[src/hw/rtl/rbad_pkg.sv]
// Package for the RGBA box-average downscaler.
// Holds payload structs, controller states, command/status structs and constants.
// No dependencies.
`default_nettype none

package rbad_pkg;

    localparam int MAX_TARGET     = 256;
    localparam int MAX_SOURCE_DIM = 8192;

    // Field and state widths.
    localparam int CH_W    = 8;
    localparam int DIM_W   = 14;
    localparam int POS_W   = 13;
    localparam int TGT_W   = 9;
    localparam int IDX_W   = 8;
    localparam int SUM_W   = 34;
    localparam int CNT_W   = 27;
    localparam int REM_W   = SUM_W + 1;
    localparam int CFG_IDX_W = 2;

    // Iteration counts of the two dividers.
    localparam int INIT_STEPS = DIM_W;
    localparam int DIV_STEPS  = CH_W;
    localparam int STEP_W     = 4;

    // Configuration register indexes.
    localparam logic [CFG_IDX_W-1:0] CFG_SRC_W = 2'd0;
    localparam logic [CFG_IDX_W-1:0] CFG_SRC_H = 2'd1;
    localparam logic [CFG_IDX_W-1:0] CFG_TGT_W = 2'd2;
    localparam logic [CFG_IDX_W-1:0] CFG_TGT_H = 2'd3;

    typedef struct packed {
        logic [CH_W-1:0] red;
        logic [CH_W-1:0] green;
        logic [CH_W-1:0] blue;
        logic [CH_W-1:0] alpha;
    } pix_t;

    typedef struct packed {
        logic [CH_W-1:0]  avg_red;
        logic [CH_W-1:0]  avg_green;
        logic [CH_W-1:0]  avg_blue;
        logic [CH_W-1:0]  avg_alpha;
        logic [IDX_W-1:0] col_index;
        logic [IDX_W-1:0] row_index;
        logic             frame_done;
    } res_t;

    typedef enum logic [2:0] {
        S_IDLE,
        S_LOAD,
        S_INIT,
        S_RST,
        S_ACC,
        S_PREP,
        S_DIV,
        S_OUT
    } state_t;

    // Commands from the controller to the datapath.
    typedef struct packed {
        logic init_load;
        logic init_step;
        logic restart;
        logic rd_en;
        logic acc;
        logic prep;
        logic div_step;
        logic out_load;
    } cmd_t;

    // Status from the datapath to the controller.
    typedef struct packed {
        logic emit;
        logic out_busy;
    } sts_t;

endpackage

`default_nettype wire

[src/hw/rtl/rbad_ctrl.sv]
// Controller state machine of the RGBA box-average downscaler.
// Sequences setup division, pixel accumulation, mean division and output.
// Depends on rbad_pkg.
`default_nettype none

module rbad_ctrl (
    input  wire logic          clk,
    input  wire logic          rst_n,
    input  wire logic          cfg_write,
    input  wire logic          pixel_valid,
    output logic               pixel_stall,
    input  wire rbad_pkg::sts_t sts,
    output rbad_pkg::cmd_t     cmd
);
    import rbad_pkg::*;

    state_t            state_reg, state_next;
    logic [STEP_W-1:0] step_reg, step_next;

    // State and step counter registers.
    always_ff @(posedge clk or negedge rst_n)
    begin
        if (!rst_n)
        begin
            state_reg <= S_IDLE;
            step_reg  <= '0;
        end
        else
        begin
            state_reg <= state_next;
            step_reg  <= step_next;
        end
    end

    // Next state.
    always_comb
    begin
        state_next = state_reg;
        case (state_reg)
            S_IDLE:  if (pixel_valid) state_next = S_ACC;
            S_LOAD:  state_next = S_INIT;
            S_INIT:  if (step_reg == STEP_W'(INIT_STEPS - 1)) state_next = S_RST;
            S_RST:   state_next = S_IDLE;
            S_ACC:   state_next = sts.emit ? S_PREP : S_IDLE;
            S_PREP:  state_next = S_DIV;
            S_DIV:   if (step_reg == STEP_W'(DIV_STEPS - 1)) state_next = S_OUT;
            S_OUT:   if (!sts.out_busy) state_next = S_IDLE;
            default: state_next = S_IDLE;
        endcase
        if (cfg_write)
        begin
            state_next = S_LOAD;
        end
    end

    // Step counter for the two iterative dividers.
    always_comb
    begin
        step_next = '0;
        if ((state_reg == S_INIT || state_reg == S_DIV) && !cfg_write)
        begin
            step_next = step_reg + STEP_W'(1);
        end
    end

    // Outputs.
    always_comb
    begin
        cmd         = '0;
        pixel_stall = 1'b1;
        case (state_reg)
            S_IDLE:
            begin
                pixel_stall = 1'b0;
                cmd.rd_en   = pixel_valid;
            end
            S_LOAD:  cmd.init_load = 1'b1;
            S_INIT:  cmd.init_step = 1'b1;
            S_RST:   cmd.restart   = 1'b1;
            S_ACC:   cmd.acc       = 1'b1;
            S_PREP:  cmd.prep      = 1'b1;
            S_DIV:   cmd.div_step  = 1'b1;
            S_OUT:   cmd.out_load  = !sts.out_busy;
            default: cmd = '0;
        endcase
        if (cfg_write)
        begin
            pixel_stall = 1'b1;
            cmd.rd_en   = 1'b0;
        end
    end

endmodule

`default_nettype wire

[config.mk]
export PLATFORM = sky130hd
export DESIGN_NAME = rbad_ctrl
export DESIGN_NICKNAME = d
export VERILOG_FILES = /design/src/hw/rtl/rbad_pkg.sv /design/src/hw/rtl/rbad_ctrl.sv
export SDC_FILE = /design/constraint.sdc
export NUM_CORES = 1
export LEC_CHECK = 0
export BUFFER_PORTS_ARGS = -buffer_cell sky130_fd_sc_hd__buf_4
export CAP_MARGIN = 20
export CORE_AREA = 4 4 41 43
export CTS_BUF_LIST = sky130_fd_sc_hd__clkbuf_4
export CTS_CLUSTER_DIAMETER = 100
export DETAILED_ROUTE_END_ITERATION = 8
export DIE_AREA = 0 0 45 47
export GPL_TIMING_DRIVEN = 0
export PLACE_DENSITY = 0.77
export SLEW_MARGIN = 25
export SYNTH_ARGS = -nofsm -noshare
export SYNTH_HDL_FRONTEND = slang
export SYNTH_SLANG_ARGS = --single-unit
[constraint.sdc]
create_clock -name clk -period 1.5 [get_ports clk]
set_clock_uncertainty 0.2 [all_clocks]
set_input_delay 0.45 -clock clk [delete_from_list [all_inputs] [get_ports clk]]
set_output_delay 0.45 -clock clk [all_outputs]
set_load 0.02 [all_outputs]
==> impl_metrics.py <==
metrics = {
    "floorplanning": {
        "core_region_area_um2": 1301,
        "die_x_um": 45,
        "fp.dieArea_um2": 2115,
        "rows": 13,
        "floorplan.initialDensity_pct": 42.40,
        "die_h_um": 47,
        "io_pins": 15,
    },
    "setup_path": {
        "r2r-end": "state_reg[1]",
        "critPathCaptureType": "output port",
        "r2r_cells": 7,
        "crit_path_start_kind": "flop",
        "crit_path_end": "cmd[4]",
        "crit_required_ns": 0.85,
        "ff2ff_setup_slack_ns": -0.21,
        "crit_path_max_fanout": 5,
        "r2r-start": "state_reg[1]",
        "worstSetupPathType": "reg2out",
        "crit_arrival_ns": 1.26,
        "crit_start": "state_reg[1]",
    },
    "pwr": {
        "p_per_area_nw_per_um2": 1547,
        "switching_share_pct": 40.16,
        "ir_drop_mv": 0.9040,
        "clkPwrFrac_pct": 14.0,
        "combPwrFrac_pct": 65.3,
        "seqPwrFrac_pct": 20.7,
        "leakage_nw": 0.3975,
        "p_int_mw": 0.8395,
        "netSwitchingPower_mw": 0.5634,
    },
    "grt": {
        "antenna_found_initial": 0,
        "grt_start_max_net_pins": 11,
        "grt_pass1_wl_um": 2283,
        "grt_pass1_vias": 492,
        "grt_overflow": 0,
        "grt_use_total_pct": 15.63,
    },
    "sta": {
        "fin_hold_ws_ns": 0.2805,
        "tightest_slew_ns": 0.2466,
        "finalSetupViolCount": 12,
        "report.final.hold_viol_count": 0,
        "max-slew-margin-rel_pct": 83.52,
        "final_max_slew_viol_count": 0,
        "fin_crit_ns": 1.911,
        "worst_slack_ns": -0.4108,
        "max_freq_mhz": 523.3,
        "rsz0062_at_grt": "yes",
        "finalCritPeriodShare_pct": 127.4,
    },
    "cts": {
        "cts-buffers-inserted": 3,
        "worstSkewPairLatency_ns": 0.26,
        "clk_pin_slew_ns": 0.06,
        "cts_sinks": 7,
        "htreeDepth": 1,
        "cts_tree": "built",
        "cts-root-buf": "clkbuf_4",
        "cts_buffer_depth": 2,
    },
    "job": {
        "maxCapViolations": 0,
    },
    "placed_design": {
        "place_hpwl_um": 971,
        "dp_slack_ns": -0.2169,
        "gp_congestion": 0.6796,
        "port_buffers": 14,
    },
    "yosys": {
        "synth_compound_gate_area_share_pct": 9.751,
        "netlist.area_leader.share_pct": 31.75,
        "synth_top_family_by_area": "simple AND/OR/NAND/NOR gates",
        "synth_warnings": 0,
        "synth_area_leaders": "dfrtp_1, ha_1, nand2b_1, and2b_1, nor2_1",
        "synthCells": 56,
        "ys_ff_latch": 7,
        "syn_area_um2": 551.8,
        "synthArstFlopShare_pct": 100.0,
        "dominantRegCellSynth": "dfrtp_1",
        "synth_commonest_cells": "dfrtp_1, ha_1, nor2_1, nand2b_1",
        "synth_xor_area_share_pct": 3.175,
        "synth_mux_area_share_pct": 3.628,
        "seq_area_frac_synth_pct": 31.75,
        "ys_types": 26,
        "synthAdderAreaFrac_pct": 15.87,
        "netlist.top_cell.by_area": "dfrtp_1",
        "syn_area_per_cell_um2": 9.853,
        "synth_nets": 69,
        "synth_enable_flop_cells": 0,
        "yosys.area_share.simple_pct": 31.75,
    },
    "worst_hold_path": {
        "hold_path_class": "in2reg",
    },
    "route": {
        "dr.pass1.iters": 2,
        "wire_per_inst_um": 14.77,
        "viasPerCell": 5.105,
        "drt_iter0_drc": 2,
        "vias": 485,
        "drc": 0,
        "wl_um": 1403,
        "antenna_left": 0,
    },
    "run_status": {
        "status": "finished with violations",
        "violations": "negative setup slack",
    },
    "cells_and_area": {
        "drive_gt1_share_pct": 58.75,
        "fin_nets": 94,
        "largest_reg_flops": 4,
        "diodes": 0,
        "syn_to_final_growth_pct": 64.40,
    },
}
layout make-up:
cell class | count | area, um^2
clock buffers | 4 | 30.03
multi-input cells | 45 | 466.7
plain buffers | 1 | 11.26
well taps | 15 | 18.77
repair buffers | 20 | 186.4
inverters | 3 | 16.27
flip-flops and latches | 7 | 177.7
fillers | 108 | 394.1
kinds of logic after synthesis:
logic type / after synthesis
and+or+nand+nor: 28
adders and majority gates: 7
DFF: 7
AOI/OAI and AO/OA: 6
buffers and inverters: 4
xor gates and xnor gates: 2
muxes: 2
routing by layer:
| layer | global-route usage [%] | up-vias | part of all wire [%] |
|---|---|---|---|
| li1 | - | 240 | - |
| met1 | 17.52 | 229 | 38 |
| met2 | 25.71 | 12 | 55 |
| met3 | 3.831 | 4 | 4.6 |
| met4 | 11.70 | 0 | 2.6 |
| met5 | 0 | - | 0 |
layout by cell type (no fill, tap or decap), drive strengths merged, types with 2 or more instances in the layout:
master and n:
and2 3, nor2 6, ha 7, mux2i 2, buf 20, clkbuf 4
nand2b 5, o32ai 2, nand4b 2, nand3 3, dfrtp 7, and2b 3
inv 3
stage by stage:
step | instance area [um^2] | utilization (%) | cells | power [mW] | setup TNS [ns]
2_1_floorplan | 618.1 | - | 56 | 0.7728 | -0.3709
3_3_place_gp | 742.0 | 57.02 | 85 | 0.9433 | -1.776
3_5_place_dp | 742.0 | 57.02 | 85 | 0.9648 | -2.020
4_1_cts | 898.4 | 69.04 | 95 | 1.388 | -4.058
5_1_grt | 907.1 | 69.71 | 95 | 1.498 | -4.585
6_report | 907.1 | 69.71 | 95 | 1.403 | -3.946
power by group through the flow:
stage	logic (mW)	clock network (mW)	registers (mW)
after floorplan	0.491	0	0.282
after global placement	0.650	0	0.294
after detailed placement	0.669	0	0.296
after CTS	0.891	0.205	0.292
after global routing	0.985	0.216	0.296
final	0.917	0.196	0.290
worst min-delay path by stage:
stage	endpoint	from	cells past startpoint	slack [ns]
floorplan	state_reg[0]	rst_n	0	-0.05
global placement	step_reg[2]	rst_n	1	0.06
detailed placement	step_reg[3]	rst_n	1	0.07
CTS	state_reg[2]	cfg_write	2	0.27
global route	state_reg[2]	cfg_write	2	0.28
finish	state_reg[2]	cfg_write	2	0.28
critical path, stage by stage (launching register included):
cell and delay, ns:
dfrtp_2 0.46, inv_4 0.10, ha_4 0.16, and3_4 0.17, buf_6 0.11
timing repair:
| item | in CTS | in global routing |
|---|---|---|
| hold buffers | 1 | 0 |
| hold endpoints to repair | 7 | 0 |
| pin swaps | 5 | 3 |
| buffers inserted | 5 | 1 |
| cloned | 0 | 0 |
| resized for setup | 19 | 3 |
| setup endpoints to repair | 12 | 12 |
Power figures use the tool's default switching activity.
